File: config.mk
export PLATFORM = sky130hd
export DESIGN_NAME = door_light_fade_controller_flat
export DESIGN_NICKNAME = d
export VERILOG_FILES = /design/src/rtl/dlf_pkg.sv /design/src/rtl/dlf_if.sv /design/src/rtl/door_light_fade_controller.sv /design/src/rtl/dlf_cfg_regs.sv /design/src/rtl/dlf_core.sv /design/src/flat_wrapper.sv
export SDC_FILE = /design/constraint.sdc
export NUM_CORES = 1
export LEC_CHECK = 0
export BUFFER_PORTS_ARGS = -buffer_cell sky130_fd_sc_hd__buf_2
export CAP_MARGIN = 20
export CORE_MARGIN = 5
export CORE_UTILIZATION = 30
export CTS_CLUSTER_DIAMETER = 40
export DETAILED_ROUTE_END_ITERATION = 6
export PLACE_DENSITY_LB_ADDON = 0.25
export SLEW_MARGIN = 20
export SYNTH_ARGS = -nofsm -noshare
export SYNTH_HDL_FRONTEND = slang
export SYNTH_SLANG_ARGS = --single-unit
File: constraint.sdc
create_clock -name clk -period 6.6 [get_ports clk]
set_input_delay 0 -clock clk [delete_from_list [all_inputs] [get_ports clk]]
set_output_delay 0 -clock clk [all_outputs]
set_load 0.005 [all_outputs]
File: src/rtl/dlf_pkg.sv
// Door light fade controller: shared types, codes and register reset values.
// No dependencies.
`timescale 1ns / 1ps

package dlf_pkg;

  localparam int unsigned NUM_TIMERS = 7;
  localparam int unsigned CFG_IDX_W  = 3;
  localparam int unsigned CFG_DATA_W = 16;

  typedef enum logic [3:0] {
    MODE_ALLOFF      = 4'd0,
    MODE_WHITEREP    = 4'd1,
    MODE_REDREP      = 4'd2,
    MODE_WHITEUP     = 4'd3,
    MODE_WHITEDOWN   = 4'd4,
    MODE_REDUP       = 4'd5,
    MODE_REDDOWN     = 4'd6,
    MODE_REDJUMPUP   = 4'd7,
    MODE_REDJUMPDOWN = 4'd8,
    MODE_REDFASTOFF  = 4'd9
  } mode_t;

  typedef enum logic [1:0] {
    COLOUR_CLEAR = 2'd0,
    COLOUR_WHITE = 2'd1,
    COLOUR_RED   = 2'd2
  } colour_t;

  typedef enum logic [CFG_IDX_W-1:0] {
    REG_WHITE_OFF   = 3'd0,
    REG_WHITE_MAX   = 3'd1,
    REG_RED_OFF     = 3'd2,
    REG_RED_MIN     = 3'd3,
    REG_REPEAT_MS   = 3'd4,
    REG_WHITE_STEP  = 3'd5,
    REG_RED_STEP    = 3'd6
  } reg_idx_t;

  // timer slots, in order of the timed modes
  typedef enum logic [2:0] {
    TMR_ALLOFF    = 3'd0,
    TMR_WHITEREP  = 3'd1,
    TMR_REDREP    = 3'd2,
    TMR_WHITEUP   = 3'd3,
    TMR_WHITEDOWN = 3'd4,
    TMR_REDUP     = 3'd5,
    TMR_REDDOWN   = 3'd6
  } tmr_idx_t;

  localparam logic [7:0]  WHITE_OFF_RST  = 8'd0;
  localparam logic [7:0]  WHITE_MAX_RST  = 8'd255;
  localparam logic [7:0]  RED_OFF_RST    = 8'd0;
  localparam logic [7:0]  RED_MIN_RST    = 8'd1;
  localparam logic [15:0] REPEAT_MS_RST  = 16'd1000;
  localparam logic [15:0] WHITE_STEP_RST = 16'd4;
  localparam logic [15:0] RED_STEP_RST   = 16'd4;

  typedef struct packed {
    logic [7:0]  white_off;
    logic [7:0]  white_max;
    logic [7:0]  red_off;
    logic [7:0]  red_min;
    logic [15:0] repeat_ms;
    logic [15:0] white_step_ms;
    logic [15:0] red_step_ms;
  } cfg_t;

  typedef struct packed {
    mode_t      mode;
    logic [7:0] white_level;
    logic [7:0] red_level;
    logic       refresh;
    colour_t    colour;
  } res_t;

endpackage

File: src/rtl/dlf_if.sv
// Door light fade controller: valid/ready channel interfaces for input items
// and result items. No dependencies.
`timescale 1ns / 1ps

interface dlf_in_if;
  logic       valid;
  logic       ready;
  logic       door_open;
  logic [7:0] light_level;
  logic [7:0] elapsed_ms;

  modport source (output valid, door_open, light_level, elapsed_ms, input ready);
  modport sink   (input valid, door_open, light_level, elapsed_ms, output ready);
endinterface

interface dlf_out_if;
  logic       valid;
  logic       ready;
  logic [3:0] mode;
  logic [7:0] white_level;
  logic [7:0] red_level;
  logic       refresh;
  logic [1:0] colour;

  modport source (output valid, mode, white_level, red_level, refresh, colour, input ready);
  modport sink   (input valid, mode, white_level, red_level, refresh, colour, output ready);
endinterface

File: src/rtl/door_light_fade_controller.sv
// Door light fade controller top level: input register, control core,
// result register and configuration bank.
// Depends on dlf_pkg, dlf_if, dlf_cfg_regs and dlf_core.
//
//   channel  dir  handshake           payload
//   in_ch    in   valid/ready         door_open, light_level, elapsed_ms
//   out_ch   out  valid/ready         mode, white_level, red_level, refresh, colour
//   cfg_*    in   cfg_we (no wait)    cfg_index, cfg_wdata
//
// One item per cycle sustained while out_ch takes results; an item passes the
// input register, then the core's single pass into the result register, and
// result valid rises as the item leaves the input register. The lamp
// state updates in the cycle the item leaves the input register. Reset is
// synchronous and returns valid flags, configuration registers and lamp state
// to their defaults. A stalled result holds the input register, which stalls
// in_ch only when both stages are full.
`timescale 1ns / 1ps

module door_light_fade_controller (
  input  logic                           clk,
  input  logic                           rst_n,
  dlf_in_if.sink                         in_ch,
  dlf_out_if.source                      out_ch,
  input  logic                           cfg_we,
  input  logic [dlf_pkg::CFG_IDX_W-1:0]  cfg_index,
  input  logic [dlf_pkg::CFG_DATA_W-1:0] cfg_wdata
);
  import dlf_pkg::*;

  cfg_t       cfg;
  res_t       res;
  res_t       out_res_r;
  logic       in_valid_r;
  logic       out_valid_r;
  logic       in_door_r;
  logic [7:0] in_level_r;
  logic [7:0] in_elapsed_r;
  logic       adv;

  assign adv         = in_valid_r && (!out_valid_r || out_ch.ready);
  assign in_ch.ready = !in_valid_r || adv;

  dlf_cfg_regs u_cfg (
    .clk       (clk),
    .rst_n     (rst_n),
    .cfg_we    (cfg_we),
    .cfg_index (cfg_index),
    .cfg_wdata (cfg_wdata),
    .cfg       (cfg)
  );

  dlf_core u_core (
    .clk         (clk),
    .rst_n       (rst_n),
    .step        (adv),
    .door_open   (in_door_r),
    .light_level (in_level_r),
    .elapsed_ms  (in_elapsed_r),
    .cfg         (cfg),
    .res         (res)
  );

  always_ff @(posedge clk) begin
    if (!rst_n) begin
      in_valid_r  <= 1'b0;
      out_valid_r <= 1'b0;
    end else begin
      if (in_ch.ready) in_valid_r <= in_ch.valid;
      if (adv)               out_valid_r <= 1'b1;
      else if (out_ch.ready) out_valid_r <= 1'b0;
    end
  end

  always_ff @(posedge clk) begin
    if (in_ch.valid && in_ch.ready) begin
      in_door_r    <= in_ch.door_open;
      in_level_r   <= in_ch.light_level;
      in_elapsed_r <= in_ch.elapsed_ms;
    end
    if (adv) out_res_r <= res;
  end

  assign out_ch.valid       = out_valid_r;
  assign out_ch.mode        = out_res_r.mode;
  assign out_ch.white_level = out_res_r.white_level;
  assign out_ch.red_level   = out_res_r.red_level;
  assign out_ch.refresh     = out_res_r.refresh;
  assign out_ch.colour      = out_res_r.colour;

  a_adv_fills_out: assert property (@(posedge clk) disable iff (!rst_n)
    adv |=> out_valid_r)
    else $error("pass did not produce a result");

  a_blocked_input_holds: assert property (@(posedge clk) disable iff (!rst_n)
    in_valid_r && !adv |=> in_valid_r && $stable(in_level_r) && $stable(in_elapsed_r))
    else $error("blocked input item lost");

  a_colour_matches_mode: assert property (@(posedge clk) disable iff (!rst_n)
    out_valid_r |-> ((out_res_r.mode == MODE_ALLOFF || out_res_r.mode == MODE_REDFASTOFF)
                     == (out_res_r.colour == COLOUR_CLEAR)))
    else $error("colour inconsistent with mode");

endmodule

File: src/rtl/dlf_cfg_regs.sv
// Door light fade controller: configuration register bank, write-only.
// Depends on dlf_pkg.
`timescale 1ns / 1ps

module dlf_cfg_regs (
  input  logic                             clk,
  input  logic                             rst_n,
  input  logic                             cfg_we,
  input  logic [dlf_pkg::CFG_IDX_W-1:0]    cfg_index,
  input  logic [dlf_pkg::CFG_DATA_W-1:0]   cfg_wdata,
  output dlf_pkg::cfg_t                    cfg
);
  import dlf_pkg::*;

  cfg_t cfg_r;

  always_ff @(posedge clk) begin
    if (!rst_n) begin
      cfg_r.white_off     <= WHITE_OFF_RST;
      cfg_r.white_max     <= WHITE_MAX_RST;
      cfg_r.red_off       <= RED_OFF_RST;
      cfg_r.red_min       <= RED_MIN_RST;
      cfg_r.repeat_ms     <= REPEAT_MS_RST;
      cfg_r.white_step_ms <= WHITE_STEP_RST;
      cfg_r.red_step_ms   <= RED_STEP_RST;
    end else if (cfg_we) begin
      case (reg_idx_t'(cfg_index))
        REG_WHITE_OFF:  cfg_r.white_off     <= cfg_wdata[7:0];
        REG_WHITE_MAX:  cfg_r.white_max     <= cfg_wdata[7:0];
        REG_RED_OFF:    cfg_r.red_off       <= cfg_wdata[7:0];
        REG_RED_MIN:    cfg_r.red_min       <= cfg_wdata[7:0];
        REG_REPEAT_MS:  cfg_r.repeat_ms     <= cfg_wdata;
        REG_WHITE_STEP: cfg_r.white_step_ms <= cfg_wdata;
        REG_RED_STEP:   cfg_r.red_step_ms   <= cfg_wdata;
        default: ;
      endcase
    end
  end

  assign cfg = cfg_r;

endmodule

File: src/rtl/dlf_core.sv
// Door light fade controller: lamp state, mode timers, mode decision and
// mode actions for one control pass. Depends on dlf_pkg.
`timescale 1ns / 1ps

module dlf_core (
  input  logic          clk,
  input  logic          rst_n,
  input  logic          step,
  input  logic          door_open,
  input  logic [7:0]    light_level,
  input  logic [7:0]    elapsed_ms,
  input  dlf_pkg::cfg_t cfg,
  output dlf_pkg::res_t res
);
  import dlf_pkg::*;

  mode_t       mode_r, mode_nxt;
  logic [7:0]  white_now_r, white_now_nxt;
  logic [7:0]  red_now_r, red_now_nxt;
  logic        red_reached_r, red_reached_nxt;
  logic [15:0] timer_r   [NUM_TIMERS];
  logic [15:0] timer_nxt [NUM_TIMERS];
  logic [15:0] timer_sat [NUM_TIMERS];

  logic        fire_en;
  tmr_idx_t    fire_idx;
  logic [15:0] fire_period;
  logic        fired;
  logic        refresh;
  colour_t     colour;
  logic [7:0]  red_up, red_down, white_up, white_down;

  // saturating timer advance
  always_comb begin
    for (int i = 0; i < NUM_TIMERS; i++) begin
      logic [16:0] sum;
      sum = {1'b0, timer_r[i]} + {9'd0, elapsed_ms};
      timer_sat[i] = sum[16] ? 16'hFFFF : sum[15:0];
    end
  end

  // priority decision tree
  always_comb begin
    mode_nxt = mode_r;
    if (!door_open && light_level == cfg.red_off && white_now_r == cfg.white_off
        && red_now_r == cfg.red_off) begin
      mode_nxt = MODE_ALLOFF;
    end else if (door_open) begin
      if (red_now_r > cfg.red_off)            mode_nxt = MODE_REDFASTOFF;
      else if (white_now_r < cfg.white_max)   mode_nxt = MODE_WHITEUP;
      else                                    mode_nxt = MODE_WHITEREP;
    end else if (white_now_r > cfg.white_off) begin
      mode_nxt = MODE_WHITEDOWN;
    end else if (light_level >= cfg.red_min) begin
      if (red_now_r < light_level)
        mode_nxt = red_reached_r ? MODE_REDJUMPUP : MODE_REDUP;
      else if (red_now_r > light_level)
        mode_nxt = MODE_REDJUMPDOWN;
      else
        mode_nxt = MODE_REDREP;
    end else if (light_level == cfg.red_off && red_now_r > cfg.red_off) begin
      mode_nxt = MODE_REDDOWN;
    end
  end

  assign white_up   = (white_now_r == 8'hFF) ? 8'hFF : white_now_r + 8'd1;
  assign white_down = (white_now_r == 8'h00) ? 8'h00 : white_now_r - 8'd1;
  assign red_up     = (red_now_r == 8'hFF) ? 8'hFF : red_now_r + 8'd1;
  assign red_down   = (red_now_r == 8'h00) ? 8'h00 : red_now_r - 8'd1;

  // timer selection for timed modes
  always_comb begin
    fire_en     = 1'b1;
    fire_idx    = TMR_ALLOFF;
    fire_period = cfg.repeat_ms;
    case (mode_nxt)
      MODE_ALLOFF:    fire_idx = TMR_ALLOFF;
      MODE_WHITEREP:  fire_idx = TMR_WHITEREP;
      MODE_REDREP:    fire_idx = TMR_REDREP;
      MODE_WHITEUP: begin
        fire_idx    = TMR_WHITEUP;
        fire_period = cfg.white_step_ms;
      end
      MODE_WHITEDOWN: begin
        fire_idx    = TMR_WHITEDOWN;
        fire_period = cfg.white_step_ms;
      end
      MODE_REDUP: begin
        fire_idx    = TMR_REDUP;
        fire_period = cfg.red_step_ms;
      end
      MODE_REDDOWN: begin
        fire_idx    = TMR_REDDOWN;
        fire_period = cfg.red_step_ms;
      end
      default:        fire_en = 1'b0;
    endcase
  end

  assign fired = fire_en && (timer_sat[fire_idx] >= fire_period);

  always_comb begin
    for (int i = 0; i < NUM_TIMERS; i++) begin
      timer_nxt[i] = (fired && fire_idx == tmr_idx_t'(i)) ? 16'd0 : timer_sat[i];
    end
  end

  // mode actions
  always_comb begin
    white_now_nxt   = white_now_r;
    red_now_nxt     = red_now_r;
    red_reached_nxt = red_reached_r;
    refresh         = fired;
    colour          = COLOUR_RED;
    case (mode_nxt)
      MODE_ALLOFF: begin
        colour = COLOUR_CLEAR;
        if (fired) begin
          white_now_nxt = cfg.white_off;
          red_now_nxt   = cfg.red_off;
        end
      end
      MODE_WHITEREP:  colour = COLOUR_WHITE;
      MODE_REDREP:    colour = COLOUR_RED;
      MODE_WHITEUP: begin
        colour = COLOUR_WHITE;
        if (fired) begin
          white_now_nxt   = white_up;
          red_reached_nxt = 1'b0;
        end
      end
      MODE_WHITEDOWN: begin
        colour = COLOUR_WHITE;
        if (fired) white_now_nxt = white_down;
      end
      MODE_REDUP: begin
        if (fired) begin
          red_now_nxt = red_up;
          if (red_up == light_level) red_reached_nxt = 1'b1;
        end
      end
      MODE_REDDOWN: begin
        if (fired) begin
          red_now_nxt = red_down;
          if (red_down == cfg.red_off) red_reached_nxt = 1'b0;
        end
      end
      MODE_REDJUMPUP, MODE_REDJUMPDOWN: begin
        refresh     = 1'b1;
        red_now_nxt = light_level;
      end
      default: begin
        colour      = COLOUR_CLEAR;
        refresh     = 1'b1;
        red_now_nxt = cfg.red_off;
      end
    endcase
  end

  always_ff @(posedge clk) begin
    if (!rst_n) begin
      mode_r        <= MODE_ALLOFF;
      white_now_r   <= WHITE_OFF_RST;
      red_now_r     <= RED_OFF_RST;
      red_reached_r <= 1'b0;
      for (int i = 0; i < NUM_TIMERS; i++) timer_r[i] <= 16'd0;
    end else if (step) begin
      mode_r        <= mode_nxt;
      white_now_r   <= white_now_nxt;
      red_now_r     <= red_now_nxt;
      red_reached_r <= red_reached_nxt;
      for (int i = 0; i < NUM_TIMERS; i++) timer_r[i] <= timer_nxt[i];
    end
  end

  assign res.mode        = mode_nxt;
  assign res.white_level = white_now_nxt;
  assign res.red_level   = red_now_nxt;
  assign res.refresh     = refresh;
  assign res.colour      = colour;

  a_fastoff_clears_red: assert property (@(posedge clk) disable iff (!rst_n)
    step && mode_nxt == MODE_REDFASTOFF |=> red_now_r == $past(cfg.red_off))
    else $error("red not cleared after fast off");

  a_jump_follows_req: assert property (@(posedge clk) disable iff (!rst_n)
    step && (mode_nxt == MODE_REDJUMPUP || mode_nxt == MODE_REDJUMPDOWN)
    |=> red_now_r == $past(light_level))
    else $error("red jump did not land on request");

  a_fire_restarts_timer: assert property (@(posedge clk) disable iff (!rst_n)
    step && fired |=> timer_r[$past(fire_idx)] == 16'd0)
    else $error("fired timer did not restart");

  a_idle_holds_state: assert property (@(posedge clk) disable iff (!rst_n)
    !step |=> $stable(mode_r) && $stable(white_now_r) && $stable(red_now_r))
    else $error("lamp state moved without a pass");

endmodule

File: src/flat_wrapper.sv
// flat-port wrapper written by rule: the top's interface ports become plain ports
module door_light_fade_controller_flat import dlf_pkg::*;
  (clk, rst_n, cfg_we, cfg_index, cfg_wdata, in_ch_valid, in_ch_door_open, in_ch_light_level, in_ch_elapsed_ms, in_ch_ready, out_ch_valid, out_ch_mode, out_ch_white_level, out_ch_red_level, out_ch_refresh, out_ch_colour, out_ch_ready);
  dlf_in_if in_ch_i ();
  dlf_out_if out_ch_i ();
  input  logic clk;
  input  logic rst_n;
  input  logic cfg_we;
  input  logic [dlf_pkg::CFG_IDX_W-1:0] cfg_index;
  input  logic [dlf_pkg::CFG_DATA_W-1:0] cfg_wdata;
  input wire logic [$bits(in_ch_i.valid)-1:0] in_ch_valid;
  input wire logic [$bits(in_ch_i.door_open)-1:0] in_ch_door_open;
  input wire logic [$bits(in_ch_i.light_level)-1:0] in_ch_light_level;
  input wire logic [$bits(in_ch_i.elapsed_ms)-1:0] in_ch_elapsed_ms;
  output wire logic [$bits(in_ch_i.ready)-1:0] in_ch_ready;
  output wire logic [$bits(out_ch_i.valid)-1:0] out_ch_valid;
  output wire logic [$bits(out_ch_i.mode)-1:0] out_ch_mode;
  output wire logic [$bits(out_ch_i.white_level)-1:0] out_ch_white_level;
  output wire logic [$bits(out_ch_i.red_level)-1:0] out_ch_red_level;
  output wire logic [$bits(out_ch_i.refresh)-1:0] out_ch_refresh;
  output wire logic [$bits(out_ch_i.colour)-1:0] out_ch_colour;
  input wire logic [$bits(out_ch_i.ready)-1:0] out_ch_ready;
  assign in_ch_i.valid = in_ch_valid;
  assign in_ch_i.door_open = in_ch_door_open;
  assign in_ch_i.light_level = in_ch_light_level;
  assign in_ch_i.elapsed_ms = in_ch_elapsed_ms;
  assign in_ch_ready = in_ch_i.ready;
  assign out_ch_valid = out_ch_i.valid;
  assign out_ch_mode = out_ch_i.mode;
  assign out_ch_white_level = out_ch_i.white_level;
  assign out_ch_red_level = out_ch_i.red_level;
  assign out_ch_refresh = out_ch_i.refresh;
  assign out_ch_colour = out_ch_i.colour;
  assign out_ch_i.ready = out_ch_ready;
  door_light_fade_controller u_core (.clk(clk), .rst_n(rst_n), .in_ch(in_ch_i), .out_ch(out_ch_i), .cfg_we(cfg_we), .cfg_index(cfg_index), .cfg_wdata(cfg_wdata));
endmodule
---- After elaboration in Yosys (flattened, before gate mapping) ----
Memories as Yosys holds them, arrays and structs flattened.
Index checks and enable logic that the tools add are counted.
cells by class
  bitwise logic cells ..................... 8
  equality and inequality tests ........... 32
  order comparisons ....................... 8
  $add $sub $neg .......................... 11
  reductions and logical operators ........ 41
  mux-type cells .......................... 62
operators by type and width
  cell                 count
  $mux 16              23
  $add 16x8->17        7
  $mux 8               10
  $bmux 16 s3          1
  $eq 8x8->1           5
  $pmux 8 s5           1
  $mux 4               8
  $pmux 16 s2          1
  $gt 8x8->1           3
  $pmux 8 s3           1
  $eq 3x3->1 const B   6
  $pmux 3 s6           1
  $add 8x1->8 const B  2
  $eq 4x3->1 const B   4
  $eq 8x8->1 const B   2
  $ge 16x16->1         1
  $logic_not 8->1      2
  $lt 8x8->1           2
  $sub 8x1->8 const B  2
  $logic_and 1x1->1    14
  $reduce_and 2->1     7
  $eq 3x2->1 const B   4
  $mux 1               12
  $ne 2x2->1 const B   5
  23 further kinds     38
word-level totals
  memories kept ........................... 1
  output and inout port bits .............. 25
  RAM bits ................................ 112
  bits in registers ....................... 143
  input port bits ......................... 41
memory list
  memory                 words  bits a word  rd ports  clocked after Yosys merged registers in  write ports  RTL line        RTL
  u_core.u_core.timer_r  7      16           7         0                                        7            dlf_core.sv:21  logic [15:0] timer_r [NUM_TIMERS];

---- Longest topological paths before layout ----
Gate-level depths: netlist of run 1.
  word-level depth ........................ 18
  gate-level depth with buffers ........... 29
  depth with buffers taken out ............ 26

---- Hierarchy ----
Synthesis of run 1 repeated with hierarchy kept, for this count alone.
unflattened totals
  cell total of the unflattened synthesis .. 1920
  area, all modules ....................... 17423.0 sq um
by module, submodules not included
  module                      cells an instance  instances  area an instance (sq um)
  dlf_core                    1575               1          13055.0
  dlf_cfg_regs                296                1          3062.9
  door_light_fade_controller  49                 1          1305.0

---- Worst setup path before layout of run 1 ----
Ideal clock, no wire load.
  path type ............................... reg2reg
  from .................................... register u_core.in_elapsed_r[1]
  to ...................................... memory u_core.u_core.timer_r[2][12], in the netlist u_core.u_core.timer_r[0][44] (data pin)
  arrival time ............................ 5.243 ns
  clock period less this slack ............ 5.501 ns
  path buffers ............................ 3
  data required time ...................... 6.341 ns
  stages on the path, launching flop included .. 26
  setup slack ............................. 1.099 ns
  setup time .............................. 0.259 ns
  path through ............................ edfxtp_1 -> inv_1 -> fa_1 -> nor2b_1 -> o21ai_0 -> a21boi_0 -> o21ai_0 -> a211o_1 -> clkbuf_1 -> nor3_1 -> nor2_1 -> o22ai_1 -> nor2_1 -> o21a_1 -> a221oi_1 -> ha_1 -> nand3_1 -> a21oi_1 -> nor2_1 -> o21ai_0 -> a221o_1 -> clkbuf_1 -> nand3_1 -> o31ai_2 -> buf_2 -> nor2_1
RTL lines
  element                   RTL line                          RTL
  start: declaration        door_light_fade_controller.sv:37  logic [7:0] in_elapsed_r;
  start signal: assignment  door_light_fade_controller.sv:78  in_elapsed_r <= in_ch.elapsed_ms;
  end: declaration          dlf_core.sv:21

==> results_dict.tcl, run 1 <==
set metrics [dict create \
    min_period_ns 6.14 \
    synth-compound-area-share_pct 20.1 \
    placed_area_mm2 0.0182 \
    p_total_uw 6640 \
    ys_async_sr_fraction_pct 0 \
    synth-simple-area-share_pct 20.3 \
    port_buffers 65 \
    antenna_left 0 \
    crit_start "u_core.u_core.red_now_r[7]$_SDFFE_PN0P_" \
    cts_tree "yes" \
    fin_skew_ns 0.0239 \
    syn-num-nets 2071 \
    io_pins 66 \
    path_depth 27 \
    drtIter0Drc 1307 \
    remaining_drc_errors 0 \
    initial_core_util_pct 30.2 \
    power.switching_uw 2260 \
    hold_viol 0 \
    wire_per_inst_um 19.4 \
    drv_cap 0 \
    tightest_slew_ns 1.11 \
    path_clk_slew_ns 0.05 \
    core_mm2 0.0551 \
    p_leak_uw 0.00813 \
    synth_cells 1906 \
    most-common-layout-cells "243 x nand2_1, 236 x nor2_1, 164 x a21oi_1, 152 x edfxtp_1, 117 x ha_1" \
    fmax_mhz 163 \
    r2r-end "u_core.out_ch.white_level[2]$_DFFE_PP_" \
    first_pass_iters 7 \
    track_usage_pct 17.9 \
    crit_buf_inv 4 \
    reg2reg_depth 27 \
    postSynthAreaPerCell_um2 8.74 \
    cts_root_buffer "clkbuf_16" \
    timing.rr.start "u_core.u_core.red_now_r[7]$_SDFFE_PN0P_" \
    antenna_cells 0 \
    setup_viol 0 \
    path_class "flop to flop" \
    crit_required_ns 6.92 \
    pwr-share-clk_pct 40.4 \
    slew_headroom_pct 25.2 \
    fin_crit_sh_pct 93.0 \
    synth_adder_area_share_pct 9.63 \
    grt_pass1_vias 14600 \
    die_x_um 246 \
    synth_xor_xnor_area_share_pct 5.15 \
    peakVddDrop_mv 0.179 \
    gp_congestion 0.937 \
    grt_pass1_wl_mm 85.8 \
    cts_max_level 2 \
    drt_wl_total_mm 55.4 \
    vias 15200 \
    power_frac_comb_pct 30.8 \
    rows 86 \
    syn_area_mm2 0.0167 \
    numCtsBuffers 51 \
    path_max_fanout 13 \
    ys_warn_count 0 \
    worst_setup_path_end_kind "flop" \
    whs_path_depth 2 \
    hold_start "in_ch_light_level[5]" \
    synth-seq-area-share_pct 39.8 \
    preCtsSetupSlack_ns 0.0418 \
    p_int_uw 4390 \
    slew_viol_final 0 \
    antenna_found_initial 0 \
    cpMaxStageDelayCell "dfxtp_1" \
    ys_types 94 \
    cp_slowest_stage_delay_ns 0.60 \
    post_drt_via_cell_ratio 5.32 \
    r2r_slack_ns 0.46 \
    design_area_mm2 0.0205 \
    critPathArrivalTime_ns 6.46 \
    min_to "u_core.in_level_r[5]$_DFFE_PP_" \
    final_common_cell "nand2_1" \
    post-dp-hpwl_mm 39.9 \
    power.density_mw_per_mm2 324 \
    synth_edf_count 152 \
    hold_class "input port to flop" \
    ys.flop_type "edfxtp_1" \
    fp.dieH_um 246 \
    worst_setup_path_start_kind "flop" \
    status "finished, final reports clean" \
    nets 2234 \
    synth_top_family_by_area "simple AND/OR/NAND/NOR gates" \
    syn_to_final_growth_pct 23.0 \
    grt_max_degree 77 \
    cts_buffer_depth 3 \
    synth_seq_cells 255 \
    critPathTopFamily "compound AO/OA/AOI/OAI gates" \
    grt_setup_unrepaired "no" \
    clock-sinks 255 \
    fin_ws_ns 0.461 \
    drive_above_1_share_pct 13.8 \
    synthMuxAreaShare_pct 0.939 \
    die_area_mm2 0.0603 \
    insertion_delay_ns 0.58 \
    grt.overflow.total 0 \
    swShare_pct 33.9 \
    power.sequential.fraction_pct 28.7 \
]
[worst register-to-register path, delay by kind of cell (launching register included)]
family | cells | cell delay [ns]
AO/OA/AOI/OAI | 12 | 2.50
buffers and inverters | 4 | 0.82
AND/OR/NAND/NOR | 9 | 1.33
adder cells (fa/ha/maj) | 2 | 0.64
flip-flops | 1 | 0.60
[cell type report]
cell class	instances	area, um^2
well taps	748	936
inverters	86	325
clock inverters	24	320
flip-flops and latches	255	6630
repair buffers	194	1410
clock buffers	66	1450
fillers	5667	34600
multi-input cells	1481	9430
[how the worst max path moves through the flow]
| stage | endpoint | slack [ns] |
|---|---|---|
| final | u_core.out_ch.white_level[2]$_DFFE_PP_ | 0.46 |
| after global routing | u_core.u_core.timer_r[0][78]$_SDFFCE_PP0P_ | 0.03 |
| after CTS | u_core.out_ch.red_level[0]$_DFFE_PP_ | 0.17 |
| after detailed placement | u_core.out_ch.red_level[0]$_DFFE_PP_ | 0.04 |
| after global placement | u_core.out_ch.red_level[1]$_DFFE_PP_ | -0.06 |
| after floorplan | u_core.u_core.timer_r[0][44]$_SDFFCE_PP0P_ | 1.10 |
[flip-flops by register name (all words and copies together), names as in the netlist]
name / flops
u_core.in_door_r: 1
u_core.in_elapsed_r: 8
u_core.in_level_r: 8
u_core.in_valid_r: 1
u_core.out_ch.colour: 2
u_core.out_ch.mode: 4
u_core.out_ch.red_level: 8
u_core.out_ch.refresh: 1
u_core.out_ch.valid: 1
u_core.out_ch.white_level: 8
u_core.u_cfg.cfg: 80
u_core.u_core.mode_r: 4
u_core.u_core.red_now_r: 8
u_core.u_core.red_reached_r: 1
u_core.u_core.timer_r: 112
u_core.u_core.white_now_r: 8
[cell families (layout without fill, tap and decap cells)]
kind of cell             after synthesis  count (layout)
AO/OA/AOI/OAI                        503             503
XOR/XNOR                              98              98
adder cells (fa/ha/maj)              124             124
buffers and inverters                170             370
flip-flops                           255             255
multiplexers                          15              15
AND/OR/NAND/NOR                      741             741
[per-layer routing]
metal | wire (um) | global-route usage (%)
met5 | 0 | 0
met3 | 2860 | 2.63
met1 | 25700 | 24.8
met2 | 25000 | 28.5
met4 | 1810 | 6.20
[repair_timing]
item | CTS | global route
gates cloned | 0 | 0
gates resized for setup | 1 | 18
pin swaps | 0 | 1
setup buffers | 0 | 2
hold endpoints to repair | 101 | 0
hold buffers | 44 | 0
endpoints found under the setup margin | 1 | 114
[Yosys cell counts, drive strengths merged, types with 5 or more instances]
cell / number / share of area [%]
nand4: 26 / 0.98
fa: 7 / 0.84
inv: 86 / 1.9
and4: 6 / 0.32
or2: 5 / 0.19
buf: 29 / 0.92
a22o: 9 / 0.47
nor2: 237 / 5.4
a21boi: 6 / 0.27
edfxtp: 152 / 27
a221oi: 5 / 0.26
ha: 117 / 8.8
nor4: 10 / 0.56
xnor2: 75 / 3.9
clkbuf: 55 / 1.2
o221ai: 8 / 0.46
mux2: 5 / 0.34
a21o: 27 / 1.2
a211oi: 16 / 0.86
nand3: 73 / 2.2
or3: 11 / 0.41
o22ai: 17 / 0.64
o21a: 19 / 0.87
xor2: 23 / 1.2
nor2b: 26 / 0.98
a31o: 5 / 0.26
o211ai: 15 / 0.68
a222oi: 17 / 1.0
dfxtp: 103 / 12
mux2i: 10 / 0.60
nand2b: 16 / 0.65
o311ai: 7 / 0.37
o21ai: 96 / 2.9
o31ai: 10 / 0.59
and3: 22 / 0.83
a21oi: 167 / 5.1
nand2: 246 / 5.6
nor3: 42 / 1.3
a31oi: 20 / 0.84
and2: 8 / 0.32
a22oi: 15 / 0.68
[per-stage QoR]
step	util, %	hold slack (ns)	std cells	setup TNS, ns
6_report	37.2	0.134	2854	0
5_1_grt	37.2	0.124	2854	0
4_1_cts	37.0	0.0931	2852	0
3_5_place_dp	33.0	0.179	2718	0
3_3_place_gp	33.0	0.182	2718	-0.105
2_1_floorplan	-	0.0989	1906	0
[power by group through the flow]
stage	logic (uW)	clock network [uW]	registers, uW
after floorplan	1300	0	1910
after global placement	1970	0	1940
after detailed placement	1970	0	1940
after CTS	2010	2740	1910
after global routing	2240	2820	1920
final	2050	2690	1910
Note: power is estimated with default switching activity, not from simulation.
==> run 2, diff against run 1 <==
--- a/config.mk
+++ b/config.mk
@@ -7,7 +7,9 @@
 export LEC_CHECK = 0
 export BUFFER_PORTS_ARGS = -buffer_cell sky130_fd_sc_hd__buf_2
 export CAP_MARGIN = 20
-export CORE_MARGIN = 5
+export CELL_PAD_IN_SITES_DETAIL_PLACEMENT = 0
+export CELL_PAD_IN_SITES_GLOBAL_PLACEMENT = 1
+export CORE_MARGIN = 8
 export CORE_UTILIZATION = 30
 export CTS_CLUSTER_DIAMETER = 40
 export DETAILED_ROUTE_END_ITERATION = 6
==> results_dict.tcl, run 2 (synthesized netlist as in run 1, its figures left out) <==
set metrics [dict create \
    status "finished, final reports clean" \
    slew_viol_final 0 \
    antenna_cells 0 \
    post-dp-hpwl_mm 42.9 \
    cts_buffer_depth 3 \
    path_clk_slew_ns 0.05 \
    antenna_found_initial 0 \
    cp-endpoint "u_core.out_ch.white_level[1]$_DFFE_PP_" \
    fmax_mhz 160 \
    r2r-end "u_core.out_ch.white_level[1]$_DFFE_PP_" \
    core_mm2 0.0550 \
    grt.overflow.total 0 \
    grt_pass1_wl_mm 89.2 \
    final_util_pct 38.2 \
    numCtsBuffers 58 \
    power.density_mw_per_mm2 339 \
    met3_length_mm 2.37 \
    slew_headroom_pct 33.5 \
    p_leak_uw 0.00840 \
    fin_skew_ns 0.0153 \
    vias 15300 \
    hold_slack_ns 0.126 \
    fp.dieH_um 252 \
    io_pins 66 \
    first_pass_iters 6 \
    hold_class "input port to flop" \
    reg2reg_depth 27 \
    cts_tree "yes" \
    drt-met1-wl_mm 26.0 \
    cts_root_buffer "clkbuf_16" \
    hold_viol 0 \
    die_x_um 252 \
    drive_above_1_share_pct 15.6 \
    fin_cells 2901 \
    fin_crit_sh_pct 95.0 \
    drtIter0Drc 984 \
    gp_congestion 0.876 \
    drt_wl_total_mm 58.5 \
    dr_wl_met2_mm 27.7 \
    min_period_ns 6.27 \
    design_area_mm2 0.0210 \
    peakVddDrop_mv 0.312 \
    grt_pass1_vias 15000 \
    crit_start "u_core.u_core.red_now_r[1]$_SDFFE_PN0P_" \
    drv_cap 0 \
    r2r_slack_ns 0.33 \
    setup_viol 0 \
    largest_reg_flops 112 \
    critPathArrivalTime_ns 6.61 \
    crit_required_ns 6.94 \
    dpl.cell_count 2746 \
    post_drt_via_cell_ratio 5.26 \
    final_common_cell "nand2_1" \
    port_buffers 65 \
    placed_area_mm2 0.0184 \
    initial_core_util_pct 30.3 \
    top_register "u_core.u_core.timer_r" \
    remaining_drc_errors 0 \
    worst_setup_path_start_kind "flop" \
    path_class "flop to flop" \
    path_max_fanout 13 \
    insertion_delay_ns 0.61 \
    worst_setup_path_end_kind "flop" \
    cts_max_level 2 \
    die_area_mm2 0.0633 \
    wire_per_inst_um 20.2 \
    track_usage_pct 18.0 \
    grt_max_degree 73 \
    rows 86 \
    whs_path_depth 2 \
    syn_to_final_growth_pct 26.1 \
    nets 2268 \
    clock-sinks 255 \
    timing.rr.start "u_core.u_core.red_now_r[1]$_SDFFE_PN0P_" \
    most-common-layout-cells "244 x nand2_1, 236 x nor2_1, 165 x a21oi_1, 152 x edfxtp_1, 117 x ha_1" \
    antenna_left 0 \
    tightest_slew_ns 0.984 \
    routed.top_layer "met4" \
]
[run 2: worst min-delay path by stage]
stage	slack, ns	endpoint	startpoint
after global routing	0.12	u_core.in_level_r[4]$_DFFE_PP_	in_ch_light_level[4]
final	0.13	u_core.in_elapsed_r[1]$_DFFE_PP_	in_ch_elapsed_ms[1]
after floorplan	0.1	u_core.in_door_r$_DFFE_PP_	in_ch_door_open
after global placement	0.18	u_core.in_elapsed_r[2]$_DFFE_PP_	in_ch_elapsed_ms[2]
after detailed placement	0.18	u_core.in_elapsed_r[3]$_DFFE_PP_	in_ch_elapsed_ms[3]
after CTS	0.08	u_core.in_elapsed_r[3]$_DFFE_PP_	in_ch_elapsed_ms[3]
[run 2: area by class of cell]
| type | instances | area (um^2) |
|---|---|---|
| Clock buffer | 64 | 1490 |
| Tap cell | 748 | 936 |
| Sequential cell | 255 | 6630 |
| Inverter | 86 | 327 |
| Timing Repair Buffer | 221 | 1640 |
| Multi-Input combinational cell | 1481 | 9380 |
| Fill cell | 5599 | 34000 |
| Clock inverter | 46 | 607 |
[run 2: metrics by stage]
step	TNS (ns)	power, uW	setup slack (ns)
after detailed placement	0	4000	0.155
after global routing	-0.00491	7460	-0.00491
final	0	7130	0.332
after floorplan	0	3220	1.10
after CTS	0	7170	0.125
after global placement	0	3990	0.105
[run 2: timing repair]
item | 4_1_cts | 5_1_grt
buffers inserted | 0 | 3
hold buffers | 42 | 0
setup endpoints to repair | 0 | 105
hold endpoints to repair | 102 | 0
gates resized for setup | 0 | 6
[run 2: metal layers]
layer | vias up | global-route usage [%]
met1 | 7356 | 23.0
met3 | 132 | 2.63
met4 | 0 | 7.86
met5 | - | 0
li1 | 7385 | -
met2 | 392 | 30.1
[run 2: power breakdown]
part	internal, uW	switching, uW	total [uW]
clock network	2080	1040	3110
registers	1830	70.3	1900
logic	797	1320	2120
total	4700	2430	7130
[run 2: worst max-delay path, cell delays in order (launching register included)]
cell and delay [ns]:
dfxtp_1 0.52, ha_1 0.31, nor2b_1 0.13, o211ai_1 0.20, a211oi_2 0.13, o21a_2 0.27
o31ai_1 0.43, a21o_1 0.37, inv_1 0.23, o211ai_1 0.16, buf_4 0.17, buf_4 0.22
o311ai_1 0.17, a221oi_1 0.33, a21oi_1 0.12, ha_1 0.29, nand2b_1 0.09, nand3_1 0.07
a21oi_1 0.12, nor2_1 0.07, o21ai_0 0.26, a221o_1 0.26, nand2_1 0.10, buf_4 0.17
a21oi_4 0.16, nand3_1 0.19, o21ai_0 0.37, nor2_1 0.09
